File: src/rtl/wms_pkg.sv
// Package for the window median block.
// Holds shared widths, state types and the rank unit status struct.
// No dependencies.
package wms_pkg;

	localparam int GRAY_W = 8;
	localparam int COLOR_W = 24;
	localparam int BIT_W = 3;

	typedef enum logic [1:0] {
		ST_LOAD,
		ST_RANK,
		ST_COLOR,
		ST_RESULT
	} top_state_t;

	typedef enum logic [1:0] {
		RK_IDLE,
		RK_SCAN,
		RK_DRAIN,
		RK_DECIDE
	} rank_state_t;

	typedef struct packed {
		logic              done;
		logic [GRAY_W-1:0] median;
	} rank_stat_t;

endpackage

File: src/rtl/wms_rank.sv
// Rank selection unit: finds the sample at a given rank by a bitwise search,
// sweeping the sample memory once per gray bit. Depends on wms_pkg.
module wms_rank
	import wms_pkg::*;
#(
	parameter int MAX_WINDOW = 7
) (
	input  logic                                           clk,
	input  logic                                           arst_n,
	input  logic                                           start,
	input  logic [$clog2(MAX_WINDOW*MAX_WINDOW+1)-1:0]     total,
	input  logic [$clog2(MAX_WINDOW*MAX_WINDOW+1)-1:0]     rank,
	input  logic [GRAY_W-1:0]                              rdata,
	output logic [$clog2(MAX_WINDOW*MAX_WINDOW)-1:0]       rd_addr,
	output rank_stat_t                                     stat
);

	localparam int DEPTH = MAX_WINDOW * MAX_WINDOW;
	localparam int AW = $clog2(DEPTH);
	localparam int CW = $clog2(DEPTH + 1);

	rank_state_t       state_q, state_d;
	logic [BIT_W-1:0]  bit_q;
	logic [GRAY_W-1:0] cand_q;
	logic [GRAY_W-1:0] thr;
	logic [GRAY_W-1:0] cand_next;
	logic [AW-1:0]     idx_q;
	logic [CW-1:0]     less_q;
	logic              vld_s1;
	logic              last_idx;

	assign thr = cand_q | (GRAY_W'(1) << bit_q);
	assign cand_next = (less_q <= rank) ? thr : cand_q;
	assign last_idx = (CW'(idx_q) == (total - CW'(1)));
	assign rd_addr = idx_q;

	always_comb begin
		state_d = state_q;
		unique case (state_q)
			RK_IDLE:   if (start) state_d = RK_SCAN;
			RK_SCAN:   if (last_idx) state_d = RK_DRAIN;
			RK_DRAIN:  state_d = RK_DECIDE;
			RK_DECIDE: state_d = (bit_q == '0) ? RK_IDLE : RK_SCAN;
			default:   state_d = RK_IDLE;
		endcase
	end

	always_comb begin
		stat.done = (state_q == RK_DECIDE) && (bit_q == '0);
		stat.median = cand_next;
	end

	always_ff @(posedge clk or negedge arst_n) begin
		if (!arst_n) begin
			state_q <= RK_IDLE;
			vld_s1 <= 1'b0;
		end else begin
			state_q <= state_d;
			vld_s1 <= (state_q == RK_SCAN);
		end
	end

	always_ff @(posedge clk) begin
		if (vld_s1 && (rdata < thr)) begin
			less_q <= less_q + CW'(1);
		end
		unique case (state_q)
			RK_IDLE: begin
				bit_q <= BIT_W'(GRAY_W - 1);
				cand_q <= '0;
				idx_q <= '0;
				less_q <= '0;
			end
			RK_SCAN: begin
				idx_q <= idx_q + AW'(1);
			end
			RK_DRAIN: begin
			end
			RK_DECIDE: begin
				cand_q <= cand_next;
				bit_q <= bit_q - BIT_W'(1);
				idx_q <= '0;
				less_q <= '0;
			end
			default: begin
			end
		endcase
	end

endmodule

File: config.mk
export PLATFORM = sky130hd
export DESIGN_NAME = wms_rank
export DESIGN_NICKNAME = d
export VERILOG_FILES = /design/src/rtl/wms_pkg.sv /design/src/rtl/wms_rank.sv
export SDC_FILE = /design/constraint.sdc
export NUM_CORES = 1
export LEC_CHECK = 0
export ABC_CLOCK_PERIOD_IN_PS = 5700
export BUFFER_PORTS_ARGS = -buffer_cell sky130_fd_sc_hd__buf_2
export CAP_MARGIN = 30
export CORE_MARGIN = 5
export CORE_UTILIZATION = 50
export DETAILED_ROUTE_END_ITERATION = 10
export HOLD_SLACK_MARGIN = 0.15
export PLACE_DENSITY = 0.8
export SYNTH_ARGS = -nofsm -noshare
export SYNTH_HDL_FRONTEND = slang
export SYNTH_SLANG_ARGS = --single-unit
export TNS_END_PERCENT = 30
File: constraint.sdc
create_clock -name clk -period 5.7 [get_ports clk]
set_input_delay 0.57 -clock clk [delete_from_list [all_inputs] [get_ports clk]]
set_output_delay 0.57 -clock clk [all_outputs]
set_load 0.05 [all_outputs]
# Yosys cells after proc, flatten, opt, wreduce, memory -nomap -nowiden
# Index checks and enable logic that the tools add are counted.
# totals
ff_bits,26
inputBits,23
output_inout_bits,15
word_cells,36
# op_classes
n_addsub,4
magnitude_cmp,2
n_eq_ne,6
shift,1
muxes,8
n_bitwise,1
n_reduce_logical,8
# ops
op,count
$pmux W8 S2,1
$add A6 B1 Y6 const B,2
$pmux W6 S2,1
$lt A8 B8 Y1,1
$mux W8,1
$or A8 B8 Y8,1
$pmux W2 S4,1
$shl A1 B3 Y8 const A,1
$eq A6 B6 Y1,1
$le A6 B6 Y1,1
$pmux W3 S2,1
$sub A6 B1 Y6 const B,1
$eq A2 B2 Y1 const B,2
$mux W2,2
$ne A2 B2 Y1 const B,2
$reduce_bool A2 Y1,2
$logic_not A3 Y1,1
$sub A3 B1 Y3 const B,1
$eq A2 B1 Y1 const B,1
$logic_and A1 B1 Y1,2
$logic_not A2 Y1,1
$reduce_and A2 Y1,1
$reduce_or A2 Y1,1
$mux W1,1

# Logic depth before layout (Yosys ltp)
# logic_depth
ltp_word,4
depth_mapped,11
depth_no_buf,10

# Least setup slack after synthesis
# No wires, ideal clock.
# synth_timing
kind,input -> output
start,input port rank[3]
end,output port stat[1] (netlist name)
arrival_time_ns,2.106
t_required_ns,5.130
slack_ns,3.024
cell_stages,7
n_path_buf,0
path_cell_list,inv_1 ha_1 a21o_1 a21oi_1 nor2b_1 o32ai_4 a31o_1
# synth_rtl
element,line_no,source
"start, declared",wms_rank.sv:12,"input logic [$clog2(MAX_WINDOW*MAX_WINDOW+1)-1:0] rank,"
"end, declared",wms_rank.sv:15,output rank_stat_t stat

==> results.py <==
metrics = {
    "synthesis": {
        "synth-seq-cells": 26,
        "yosysTopAreaCell": "edfxtp_1",
        "synthTopCellsByArea": "edfxtp_1 27%, ha_1 17%, dfxtp_1 6.3%",
        "synthDominantCellAreaShare_pct": 26.9,
        "seq_area_frac_synth_pct": 37.2,
        "synth_nets": 235,
        "yosysWarnings": 0,
        "syn_area_um2": 1900,
        "synthDistinctLibCells": 50,
        "ys.flop_type": "edfxtp_1",
        "syn_inst": 186,
        "synth_edf_count": 17,
        "syn_area_per_cell_um2": 10.2,
        "synthArstFlopShare_pct": 11.5,
    },
    "min_path": {
        "min_path_type": "flip-flop to flip-flop",
    },
    "critical_path": {
        "crit_path_end_kind": "primary output",
        "crit_type": "input port to primary output",
        "critPathMaxFanout": 8,
        "worstPathRequired_ps": 5130,
        "start_kind": "input port",
        "cp.arrival_ps": 2340,
    },
    "floorplanning": {
        "coreArea_um2": 3660,
        "ios": 38,
        "die_w_um": 71.6,
        "fp-row-count": 22,
        "die-area_um2": 5120,
        "fp.dieH_um": 71.6,
        "initial_utilization_pct": 51.8,
    },
    "place": {
        "gp_congestion": 0.744,
        "dpl_cell_area_um2": 2120,
        "placement.io_buffers": 37,
        "place_inst": 268,
        "place_hpwl_mm": 2.83,
        "pre_cts_ws_ps": 2750,
    },
    "sta": {
        "whs_ps": 518,
        "setup-violations-final": 0,
        "period_share_pct": 51.0,
        "drv_slew": 0,
        "skew_ps": 2.33,
        "hold_viol_final": 0,
        "worstMarginPinSlew_ps": 460,
        "fmax_mhz": 344,
        "fin_ws_ps": 2790,
        "min_period_ps": 2910,
        "relSlewSlack_pct": 69.3,
        "rsz0062_at_grt": "false",
        "final.setup.tns_ps": 0,
    },
    "finish": {
        "stdcell_area_um2": 2180,
        "syn_to_final_growth_pct": 14.9,
        "drive_gt1_share_pct": 26.2,
        "antenna_cells": 0,
        "nNetsFinal": 275,
        "fin_cells": 273,
        "final_cell_mix": "37 x buf_2, 26 x ha_1, 18 x inv_1, 17 x edfxtp_1, 15 x a21oi_1",
        "final_common_cell": "buf_2",
        "fillers": 332,
        "fin_util_pct": 59.5,
    },
    "detailed_routing": {
        "ant_nets": 0,
        "vias": 1498,
        "drt-pass1-iter-count": 4,
        "drt_wl_total_mm": 3.58,
        "vias_per_cell": 5.49,
        "drt-wirelength-per-cell_um": 13.1,
        "dr.first_iter.drc_count": 68,
        "drcViolationCount": 0,
    },
    "global_routing": {
        "grtUsageMet1_pct": 19.7,
        "grt_use_met2_pct": 24.9,
        "top_usage_layer": "met2",
        "grt_use_total_pct": 14.8,
        "antenna_found_initial": 0,
        "use_met3_pct": 2.10,
        "grt_overflow": 0,
        "grt_pass1_vias": 1425,
        "grt_max_degree": 21,
        "grt_pass1_wl_mm": 6.22,
    },
    "clock_tree": {
        "clkSinkCount": 26,
        "path_clk_slew_ps": 80,
        "htree_levels": 1,
        "cts_root_buf": "clkbuf_8",
        "cts_setup_buffers": 0,
        "clk_latency_ps": 270,
        "cts_buffers": 3,
        "cts_tree": "done",
        "clock_path_buffers": 2,
    },
    "outcome": {
        "outcome": "finished, final reports clean",
    },
    "pwr": {
        "vdd_drop_max_mv": 0.517,
        "power.leakage_nw": 0.986,
        "total_power_mw": 1.13,
        "p_per_area_nw_per_um2": 521,
    },
    "job": {
        "cap_violations": 0,
    },
}
logic make-up (layout without fill, tap and decap cells):
logic type,count (synthesis),count (layout),share of synthesized area [%]
compound gates,46,46,18.8
xor+xnor,10,10,4.62
fa+ha+maj,26,26,17.2
buf+inv,22,61,4.75
flops,26,26,37.2
simple gates,56,56,17.4
state kept, by name (all words and copies together), names as in the netlist:
signal and cells:
less_q 6, cand_q 8, vld_s1 1, state_q 2
bit_q 3, rd_addr 6
synthesized netlist by cell type, types with 5 or more instances:
cell	n
nand2_1	6
nor2_1	7
a21oi_1	15
nand3_1	6
inv_1	18
a31o_2	5
edfxtp_1	17
ha_1	26
dfxtp_1	6
and2_1	9
xor2_1	5
o21ai_0	6
xnor2_1	5
layer usage:
metal  part of all wire [%]  wire [um]  vias to the layer above
li1                       -          -                      758
met1                     47       1700                      707
met2                     48       1730                       29
met3                    3.6        129                        4
met4                   0.86         31                        0
met5                      0          0                        -
power by group:
group          internal, mW  switching (mW)  total, mW  leakage (nW)
clock network        0.0500          0.0555      0.106        0.0228
logic                 0.216           0.437      0.653         0.707
registers             0.310          0.0647      0.375         0.256
total                 0.576           0.558       1.13         0.986
worst paths after layout:
path,from,end,slack [ps],cells after the start
worst max-delay path,rank[3],stat[1],2790,9
min in group asynchronous,arst_n,state_q[0],630,2
worst min register to register,less_q[4],less_q[4],520,2
worst max register to register,bit_q[0],less_q[4],3220,9
max in group asynchronous,arst_n,state_q[1],4970,2
worst min-delay path,less_q[4],less_q[4],520,2
area by class of cell:
class                   count  area [um2]  share of cell area, %
multi-input cells         138        1100                   50.5
clock buffers               4        45.0                   2.07
inverters                  19        71.3                   3.28
flip-flops and latches     26         706                   32.4
well taps                  48        60.1                   2.76
repair buffers             38         195                   8.97
critical path: stages:
cell     delay [ps]
buf_2            70
inv_1            30
ha_1            290
a21o_1          180
a21oi_1         140
nor2b_1          80
o32ai_4         450
a31o_1          240
buf_2           270
repair_timing:
action | 4_1_cts | 5_1_grt
gates resized for setup | 0 | 0
endpoints found under the setup margin | 0 | 0
endpoints found under the hold margin | 3 | 0
hold buffers | 1 | 0
(Power assumes the default switching activity.)
