===== src/rtl/wms_ram.sv =====
// Generic simple dual-port RAM with one write and one registered read port.
// No dependencies.
module wms_ram #(
	parameter int WIDTH = 8,
	parameter int DEPTH = 49
) (
	input  logic                     clk,
	input  logic                     we,
	input  logic [$clog2(DEPTH)-1:0] waddr,
	input  logic [WIDTH-1:0]         wdata,
	input  logic [$clog2(DEPTH)-1:0] raddr,
	output logic [WIDTH-1:0]         rdata
);

	logic [WIDTH-1:0] mem [DEPTH];
	logic [WIDTH-1:0] rdata_q;

	always_ff @(posedge clk) begin
		if (we) begin
			mem[waddr] <= wdata;
		end
		rdata_q <= mem[raddr];
	end

	assign rdata = rdata_q;

endmodule


===== config.mk =====
export PLATFORM = sky130hd
export DESIGN_NAME = wms_ram
export DESIGN_NICKNAME = d
export VERILOG_FILES = /design/src/rtl/wms_ram.sv
export SDC_FILE = /design/constraint.sdc
export NUM_CORES = 1
export LEC_CHECK = 0
export BUFFER_PORTS_ARGS = -buffer_cell sky130_fd_sc_hd__buf_2
export CAP_MARGIN = 10
export CORE_MARGIN = 1.5
export CORE_UTILIZATION = 60
export DETAILED_ROUTE_END_ITERATION = 16
export GPL_TIMING_DRIVEN = 1
export PLACE_DENSITY = 0.79
export SYNTH_ARGS = -nofsm -noshare
export SYNTH_HDL_FRONTEND = slang
export SYNTH_SLANG_ARGS = --single-unit

===== constraint.sdc =====
create_clock -name clk -period 2.3 [get_ports clk]
set_clock_uncertainty 0.1 [all_clocks]
set_input_delay 0.23 -clock clk [delete_from_list [all_inputs] [get_ports clk]]
set_output_delay 0.23 -clock clk [all_outputs]
set_load 0.005 [all_outputs]

# After elaboration in Yosys (flattened, before gate mapping)
# Memories as Yosys holds them, arrays and structs flattened. A register that Yosys moved wholly into a read port is not among the register bits.
# Index checks and enable logic that the tools add are counted.
# totals
reg_bits	0
ram_bits	392
inputBits	22
out_inout_bits	8
word_cells	3
mem_count	1
# memory_table
name	words	width	read_ports	rd_clocked_by_memory_dff	wr	line	text
mem	49	8	1	1	1	15	logic [WIDTH-1:0] mem [DEPTH];
# op_classes
muxes	2
# op_table
op	count
$mux W1	2

# Longest topological paths before layout
# Gate-level depths: netlist of the first run.
# logic_depth
word_depth	2
depth_mapped	7
depth_no_buf	4

# Worst setup path after synthesis of the first run
# Ideal clock, no wire load.
# synth_path
kind	input-to-reg
startpoint	input port raddr[0]
endpoint	register rdata_q[0] (netlist: rdata[0]), read port of mem
setup_ns	0.120
arrival_ns	1.822
required_time_ns	2.080
setup_slack_ns	0.258
stages	7
path_buffers	3
cell_sequence	buf_6 > buf_6 > buf_2 > mux4_2 > a22oi_1 > a21boi_0 > a211o_1
# synth_lines
item	line	text
from (decl)	11	input logic [$clog2(DEPTH)-1:0] raddr,
to (decl)	16	logic [WIDTH-1:0] rdata_q;

==> results of run 1 <==
==> logic make-up after synthesis <==
| logic type | Yosys count | share of synthesized area (%) |
|---|---|---|
| DFF | 400 | 77.02 |
| muxes | 132 | 16.74 |
| and+or+nand+nor | 113 | 3.441 |
| AOI/OAI and AO/OA | 33 | 1.486 |
| buffers and inverters | 33 | 1.308 |
==> power by group through the flow <==
stage	clock (W)	sequential [W]	combinational (W)
after global placement	0	0.00825	0.000759
after floorplan	0	0.00824	0.000403
after global routing	0.00653	0.00810	0.000842
after CTS	0.00626	0.00810	0.000795
after detailed placement	0	0.00825	0.000789
final	0.00621	0.00810	0.000797
==> final cells by class <==
class,count,area [um2]
Fill cell,1457,7274
Clock buffer,44,1037
Clock inverter,26,210.2
Timing Repair Buffer,123,1031
Tap cell,330,412.9
Sequential cell,400,11930
Multi-Input combinational cell,278,3357
==> worst reg2reg max path: cells and delay by family (launching register included) <==
family	cells	cell delay, ns
multiplexers	2	0.80
AND/OR/NAND/NOR	1	0.54
flip-flops	1	0.36
AO/OA/AOI/OAI	1	0.22
==> flip-flops by register name, indices dropped and copies added, names as in the netlist <==
signal	cells
mem	392
rdata	8
==> worst max path at each step <==
stage,cells past startpoint,from,slack [ns],endpoint
after CTS,5,mem[22][6],0.17,rdata[6]
after floorplan,7,raddr[0],0.26,rdata[0]
after global routing,5,mem[23][6],0.05,rdata[6]
after global placement,7,raddr[0],-0.16,rdata[3]
final,4,mem[8][3],0.17,rdata[3]
after detailed placement,7,raddr[0],-0.16,rdata[3]
==> cell usage after synthesis (8+ instances only) <==
cell	number	share of area [%]
nand2_1	11	0.27
nor2b_1	10	0.40
dfxtp_1	8	1.0
o22ai_1	10	0.40
mux2i_1	36	2.3
mux4_2	77	11
nor2_1	60	1.5
buf_2	11	0.36
a22oi_1	10	0.48
clkbuf_1	13	0.32
edfxtp_1	392	76
mux4_1	19	3.2
nand3_1	11	0.36
==> metal layers <==
layer / track usage [%] / share of wire [%]
met1: 36.85 / 37
met2: 43.56 / 49
met3: 6.145 / 11
met4: 8.760 / 3.2
met5: 0 / 0.082
==> through the flow <==
step           instance area, um2  setup TNS, ns  instances
3_5_place_dp                16730        -0.7415       1131
3_3_place_gp                16730        -0.5594       1131
5_1_grt                     17980              0       1201
6_report                    17980              0       1201
4_1_cts                     17980              0       1201
2_1_floorplan               15490              0        711
==> run metrics, run 1 <==
status complete, no violations; relative slew slack 34.73%; Clock Sinks 400; most common cell after layout, fill and taps aside edfxtp_1; FF-to-FF setup slack 0.17 ns; Leak Pwr 6.003 nW; Vias per Instance 6.516; Final WS setup 0.1679 ns; GRT Total Usage 26.92%; I/O pins 30; number of synthesized flops with an enable pin 392; Int Power 0.01199 W; # DRC 0; Post-synth top flop edfxtp_1; vias in the first global route 8075; hold depth 2; final number of setup-violating endpoints 0; worst hold slack 0.09768 ns; port bufs 29; Clk Latency, worst-skew pair 0.52 ns; CP cell instances mux4_1 -> mux2i_1 -> o22ai_1 -> or4_1; die area 26790 um2; first-pass GRT wire length 50890 um; Detail Placement HPWL 21250 um; Min-Delay Path Class in -> reg; post-DR wirelength/cell 28.54 um; initial core utilization 61.34%; final core utilization 71.20%; Synth Instances 711; Sequential Power Share 53.6%; unrepaired setup endpoints after global routing false; hold buffers post-CTS 0; CTS root buffer clkbuf_16; delay-heaviest family, CP multiplexers; Seq/Total Area, Yosys 77.02%; TritonCTS Buffers 40; min-delay src wdata[5]; Clock Pin Slew Worst Setup and Hold Paths 0.07 ns; register bit count reported by yosys 400; GPL Wtd Cong 0.8474; Final nets 865; measured slew at the worst slew-check pin 0.9791 ns; Net Count, Synth 733; FF-to-FF End rdata[3]; Logic pwr share 5.3%; FMAX 469.0 MHz; R2R depth 4; antenna violations before repair 2; WP data required 2.60 ns; CP startpoint kind flip-flop; Starting DRT DRC Count 1073; most frequent cells in the layout 392 x edfxtp_1, 82 x buf_4, 77 x mux4_2, 60 x nor2_1, 41 x clkbuf_16; mapped cell area 15490 um2; Largest stage delay, worst path 0.54 ns; Pwr Total 0.01510 W; CP max stage cell or4_1; Row Count 58; CTS tree built; async set or reset register ratio after synthesis 0%; fraction of layout cells with a size suffix above 1 29.85%; Routed Antenna Nets 0; core area 25250 um2; r2r startpoint mem[8][3]; Area Overhead vs Synth 16.06%; fin. max-slew vios 0; WS Path Type reg -> reg; largest net degree at the start of global routing 50; pre-CTS WS -0.1607 ns; switch share 20.60%; Clock power frac 41.1%; drt first pass iters 5; pwr/cell area 840.1 nW/um2; Post-CTS Resized 0; fin crit period 2.132 ns; Final Cycle Share 92.70%; Worst Path Arrival 2.43 ns; Final Hold Fails 0; Buf+Inv Stages, Crit Path 0; n_diodes 0; Vias 7826; max-cap viol count 0; WHS Endpoint mem[34][5]; Worst setup EP type flip-flop; peak supply drop 0.0006560 V; number of warnings issued by yosys 0; Setup Fix Bufs, Post-CTS 0; Vert. Die Dim 163.7 um; DIE WIDTH 163.7 um; sw power 0.003112 W; grt total ovfl 0; clock tree buffer depth 3; mean area per synthesized cell 21.79 um2; H-tree levels 2; library cells used by synthesis 33; CP Max Fanout 1; total wire length 34270 um
Note: power is estimated with default switching activity, not from simulation.
==> run 2: changes to the inputs <==
==> constraint.sdc (replaced) <==
create_clock -name clk -period 2.66 [get_ports clk]
set_clock_uncertainty 0.1 [all_clocks]
set_input_delay 0.266 -clock clk [delete_from_list [all_inputs] [get_ports clk]]
set_output_delay 0.266 -clock clk [all_outputs]
set_load 0.005 [all_outputs]
==> run 2 against run 1 <==
Against the previous run: hold slack better by 0.077 ns; sequential share of layout area grew 1.2 points; highest routed layer unchanged; largest cell class unchanged; critical path depth is the same.
==> run metrics, run 2 (synthesized netlist as in run 1, its figures left out) <==
status complete, no violations; DIE WIDTH 163.7 um (unchanged); Detail Placement HPWL 20790 um (-2.2%); Largest Register mem; I/O pins 30 (unchanged); relative slew slack 32.15% (-2.6 points); CP Max Fanout 1 (unchanged); FMAX 446.5 MHz (-4.8%); measured slew at the worst slew-check pin 1.018 ns (+0.03862 ns); hold buffers post-CTS 0 (unchanged); grt total ovfl 0 (unchanged); Post-CTS Resized 0 (unchanged); initial core utilization 61.34% (unchanged); Row Count 58 (unchanged); peak supply drop 0.0005975 V (-8.9%); port bufs 29 (unchanged); most frequent cells in the layout 392 x edfxtp_1, 77 x mux4_2, 72 x buf_4, 60 x nor2_1, 38 x clkbuf_16; Final Cycle Share 84.19% (-8.5 points); Final nets 845 (-2.3%); WP data required 2.96 ns (+0.36 ns); Worst setup EP type flip-flop; Finished Cell Area 17650 um2 (-1.8%); Vias per Instance 6.502 (-0.22%); Final Hold Fails 0 (unchanged); vias in the first global route 8036 (-0.48%); Pwr Total 0.01267 W (-16%); Routed Antenna Nets 0 (unchanged); drt first pass iters 5 (unchanged); final setup TNS 0 ns (unchanged); Area after DPL 16500 um2 (-1.4%); post-DR wirelength/cell 28.30 um (-0.83%); Clock Pin Slew Worst Setup and Hold Paths 0.06 ns (about the same); total wire length 33420 um (-2.5%); Area Overhead vs Synth 13.92%; unrepaired setup endpoints after global routing false; die area 26790 um2 (unchanged); Clk Latency, worst-skew pair 0.53 ns (about the same); Vias 7679 (-1.9%); Largest register FFs 392 (unchanged); worst hold slack 0.1743 ns (+0.07663 ns); Starting DRT DRC Count 955 (-11%); final number of setup-violating endpoints 0 (unchanged); clock tree buffer depth 3 (unchanged); Setup Fix Bufs, Post-CTS 0 (unchanged); CP startpoint kind flip-flop; fin crit period 2.239 ns (+0.1073 ns); final core utilization 69.88% (-1.3 points); fraction of layout cells with a size suffix above 1 27.73% (-2.1 points); H-tree levels 2 (unchanged); CTS tree built; max-cap viol count 0 (unchanged); Min-Delay Path Class in -> reg; core area 25250 um2 (unchanged); Clock Sinks 400 (unchanged); pwr/cell area 717.7 nW/um2 (-15%); # DRC 0 (unchanged); fin. max-slew vios 0 (unchanged); GPL Wtd Cong 0.8707 (+2.7%); GRT Total Usage 26.51% (-0.40 points); CTS root buffer clkbuf_16; WS Path Type reg -> reg; n_diodes 0 (unchanged); first-pass GRT wire length 50180 um (-1.4%); Leak Pwr 5.836 nW (-2.8%); most common cell after layout, fill and taps aside edfxtp_1; Worst Path Arrival 2.54 ns (+0.11 ns); Vert. Die Dim 163.7 um (unchanged); TritonCTS Buffers 38 (-5.0%); antenna violations before repair 1 (-1); largest net degree at the start of global routing 50 (unchanged)
## run 2: changes by cell type in the layout (fill, tap and decap cells not counted)
cell / before / now
clkbuf_16: 41 / 38
buf_4: 82 / 72
clkinv_4: 1 / 0
clkbuf_1: 3 / 7
inv_6: 1 / 2
bufinv_16: 3 / 2
clkinvlp_4: 4 / 1
clkinv_8: 0 / 1
buf_12: 14 / 6
## run 2: worst paths after layout
kind | startpoint | cells after the start | end | slack (ns)
min reg2reg | mem[48][6] | 3 | rdata[6] | 0.48
max | mem[17][3] | 4 | rdata[3] | 0.42
min | raddr[3] | 3 | rdata[2] | 0.17
max reg2reg | mem[17][3] | 4 | rdata[3] | 0.42
## run 2: per-layer routing
layer,global-route usage [%],wire length (um),vias up,part of all wire [%]
li1,-,-,3204,-
met1,36.51,12750,3955,38
met2,43.13,16460,436,49
met3,4.825,3017,82,9.0
met4,9.669,1187,2,3.6
met5,0,13,-,0.039
## run 2: report_power, final
group	switching [W]	internal (W)
Clock	0.00220	0.00283
Combinational	0.000381	0.000256
Sequential	0.0000275	0.00698
## run 2: per-stage QoR
stage,setup slack (ns),cells
3_3_place_gp,0.04859,1113
5_1_grt,0.3651,1181
2_1_floorplan,0.5819,711
4_1_cts,0.4546,1181
6_report,0.4206,1181
3_5_place_dp,0.02069,1113
## run 2: worst max-delay path, stage by stage (launching register included)
cell      delay (ns)
edfxtp_1        0.37
mux4_1          0.53
mux2i_1         0.37
o21ai_0         0.20
or4_1           0.54
## run 2: layout make-up
cell class	count	area, um2
Sequential cell	400	11930
Clock buffer	45	977.2
Timing Repair Buffer	105	795.8
Clock inverter	23	173.9
Fill cell	1480	7606
Multi-Input combinational cell	278	3357
Tap cell	330	412.9
==> run 3: changes to the inputs <==
--- a/config.mk
+++ b/config.mk
@@ -5,6 +5,7 @@
 export SDC_FILE = /design/constraint.sdc
 export NUM_CORES = 1
 export LEC_CHECK = 0
+export ABC_AREA = 1
 export BUFFER_PORTS_ARGS = -buffer_cell sky130_fd_sc_hd__buf_2
 export CAP_MARGIN = 10
 export CORE_MARGIN = 1.5
==> constraint.sdc (replaced) <==
create_clock -name clk -period 2.3 [get_ports clk]
set_clock_uncertainty 0.1 [all_clocks]
set_input_delay 0.23 -clock clk [delete_from_list [all_inputs] [get_ports clk]]
set_output_delay 0.23 -clock clk [all_outputs]
set_load 0.005 [all_outputs]
==> run 3 against run 2 <==
Against the previous run: synthesized area increased by 4.6%; design area increased by 4.9%; largest cell class unchanged; sequential power increased by 16%; non-clock buffer count increased by 9; first-iteration DRC count increased by 61%; critical endpoint is now rdata[2]; synthesized cell count increased by 95%.
==> run metrics, run 3 <==
status complete, no violations; metal2 WL 18360 um (+12%); Vias 10972 (+43%); CTS tree built; initial core utilization 61.67% (+0.33 points); worst hold slack 0.03872 ns (-0.1356 ns); grt total ovfl 0 (unchanged); antenna violations before repair 0 (-1); most frequent cells in the layout 488 x nand2_1, 392 x edfxtp_1, 329 x nand3_1, 73 x buf_4, 57 x nor2_1; layout filler cell count 1743 (+18%); measured slew at the worst slew-check pin 0.8980 ns (-0.1196 ns); DIE WIDTH 167.4 um (+2.2%); metal1 wirelength 15920 um (+25%); CP max stage cell dlygate4sd3_1; relative slew slack 40.13% (+8.0 points); GPL Wtd Cong 0.8316 (-4.5%); Largest stage delay, worst path 0.55 ns (about the same); Largest Register mem; async set or reset register ratio after synthesis 0% (unchanged); number of synthesized flops with an enable pin 392 (unchanged); H-tree levels 2 (unchanged); WS Path Type in -> reg; number of warnings issued by yosys 0 (unchanged); vias in the first global route 10596 (+32%); fin crit period 1.558 ns; top cells by area, synth edfxtp_1 73%, nand2_1 11%, nand3_1 10%, nor2_1 1.3%, buf_2 1.3%; unrepaired setup endpoints after global routing false; core area 26280 um2 (+4.1%); Area Overhead vs Synth 14.21%; metal3 WL 3902 um (+29%); Routed Antenna Nets 0 (unchanged); TritonCTS Buffers 41 (+7.9%); delay-heaviest family, CP buffers and inverters; Min-Delay Path Class in -> reg; Final nets 1482 (+75%); mean area per synthesized cell 11.69 um2 (-46%); mapped cell area 16210 um2 (+4.6%); CP cell instances dlygate4sd3_1 -> buf_2 -> inv_1 -> nand2_1 -> o21ai_1 -> nand2_1; post-synth top area cell edfxtp_1; Leak Pwr 6.855 nW (+17%); post-DR wirelength/cell 21.51 um (-24%); r2r startpoint mem[19][5]; first-pass GRT wire length 60200 um (+20%); Vert. Die Dim 167.4 um (+2.2%); final setup TNS 0 ns (unchanged); pwr/cell area 853.2 nW/um2 (+19%); register bit count reported by yosys 400 (unchanged); Worst setup EP type flip-flop; die area 28010 um2 (+4.5%); most common cell after layout, fill and taps aside nand2_1; peak supply drop 0.0007143 V (+20%); top routing layer in use met4; CTS root buffer clkbuf_16; CP Max Fanout 15 (+14); Register Area 11930 um2 (unchanged); # DRC 0 (unchanged); Area after DPL 17110 um2 (+3.7%); Vias per Instance 6.015 (-7.5%); library cells used by synthesis 18 (-45%); FMAX 641.9 MHz; Clk Latency, worst-skew pair 0.53 ns (about the same); final number of setup-violating endpoints 0 (unchanged); Setup Fix Bufs, Post-CTS 0 (unchanged); Seq/Total Area, Yosys 73.62% (-3.4 points); CP startpoint kind primary input; fraction of layout cells with a size suffix above 1 12.22% (-16 points); Final WS setup 0.7420 ns (+0.3215 ns); max-cap viol count 0 (unchanged); Detail Placement HPWL 22800 um (+9.7%); most used cell, CP nand2_1; clock tree buffer depth 3 (unchanged); total wire length 39240 um (+17%); Synth Instances 1386 (+95%); Largest register FFs 392 (unchanged); Buf+Inv Stages, Crit Path 3 (+3); most common cell in the netlist nand2_1; drt first pass iters 5 (unchanged); Worst Path Arrival 1.86 ns (-0.68 ns); pre-CTS WS 0.3631 ns (+0.3424 ns); WP data required 2.61 ns (-0.35 ns); min-delay src raddr[4]; Net Count, Synth 1408 (+92%); area occupied by multi-input gates 3804 um2 (+13%); Clock Pin Slew Worst Setup and Hold Paths 0.06 ns (about the same); n_diodes 0 (unchanged); largest net degree at the start of global routing 77 (+54%); GRT Total Usage 28.42% (+1.9 points); Final Cycle Share 67.74%; most instantiated cells after synthesis 488 x nand2_1, 392 x edfxtp_1, 329 x nand3_1; Post-synth top flop edfxtp_1; Row Count 59 (+1.7%); Starting DRT DRC Count 1534 (+61%); Final Hold Fails 0 (unchanged); I/O pins 30 (unchanged); Clock Sinks 400 (unchanged); launch point of the worst path raddr[5]; fin. max-slew vios 0 (unchanged); Finished Cell Area 18510 um2 (+4.9%); Synth top area share 72.63% (-3.4 points); port bufs 29 (unchanged)
## run 3: cell count changes in the layout (fill, tap and decap cells not counted), moves of 19 or more
cell / change
nand2_1: +477
nand3_1: +318
mux4_2: -77
mux2i_1: -36
mux4_1: -19
## run 3: timing repair
item | 4_1_cts | 5_1_grt
endpoints found under the setup margin | 0 | 0
hold buffers | 2 | 0
gates resized for setup | 0 | 0
endpoints found under the hold margin | 7 | 0
## run 3: path summary, 6_finish.rpt
check             endpoint  depth (start not counted)  slack, ns
setup reg to reg  rdata[5]                          8       0.83
hold reg to reg   rdata[3]                          3       0.46
setup / recovery  rdata[2]                          6       0.74
hold / removal    rdata[1]                          4       0.04
## run 3: where the power goes
group,switching (W),internal [W],leakage [nW]
combinational,0.000687,0.000263,2.59
clock,0.00268,0.00407,0.675
sequential,0.0000283,0.00806,3.59
total,0.00339,0.0124,6.85
## run 3: cells by family (layout without fill, tap and decap cells)
kind of cell	count (synthesis)	count (layout)	synth area share, %
buffers and inverters	94	197	2.911
flip-flops	400	400	73.62
AND/OR/NAND/NOR	886	886	23.28
AO/OA/AOI/OAI	6	6	0.1852
## run 3: worst reg2reg max path: stages (launching register included)
cell,delay [ns]
edfxtp_1,0.37
nand2_1,0.08
nand3_1,0.09
nand3_1,0.16
nand2_1,0.09
nand2_1,0.08
nand2_1,0.06
o21ai_1,0.23
nand2_1,0.08
## run 3: stage by stage
| stage | power [W] | utilization, % | instances |
|---|---|---|---|
| after floorplan | 0.008755 | - | 1386 |
| after global placement | 0.009143 | 65.12 | 1750 |
| after detailed placement | 0.009170 | 65.12 | 1750 |
| after CTS | 0.01579 | 70.43 | 1824 |
| after global routing | 0.01617 | 70.43 | 1824 |
| final | 0.01579 | 70.43 | 1824 |
## run 3: area by class of cell
cell class	count	area share, %
clock inverter	18	1.244
multi-input combinational	892	20.55
tap	335	2.265
sequential	400	64.46
inverter	11	0.2366
clock buffer	54	6.192
timing repair buffer	114	5.050
## run 3: routing by layer
metal / up-vias / track usage [%]
met3: 85 / 5.105
li1: 5003 / -
met5: - / 0
met2: 648 / 44.37
met4: 0 / 9.479
met1: 5236 / 41.03
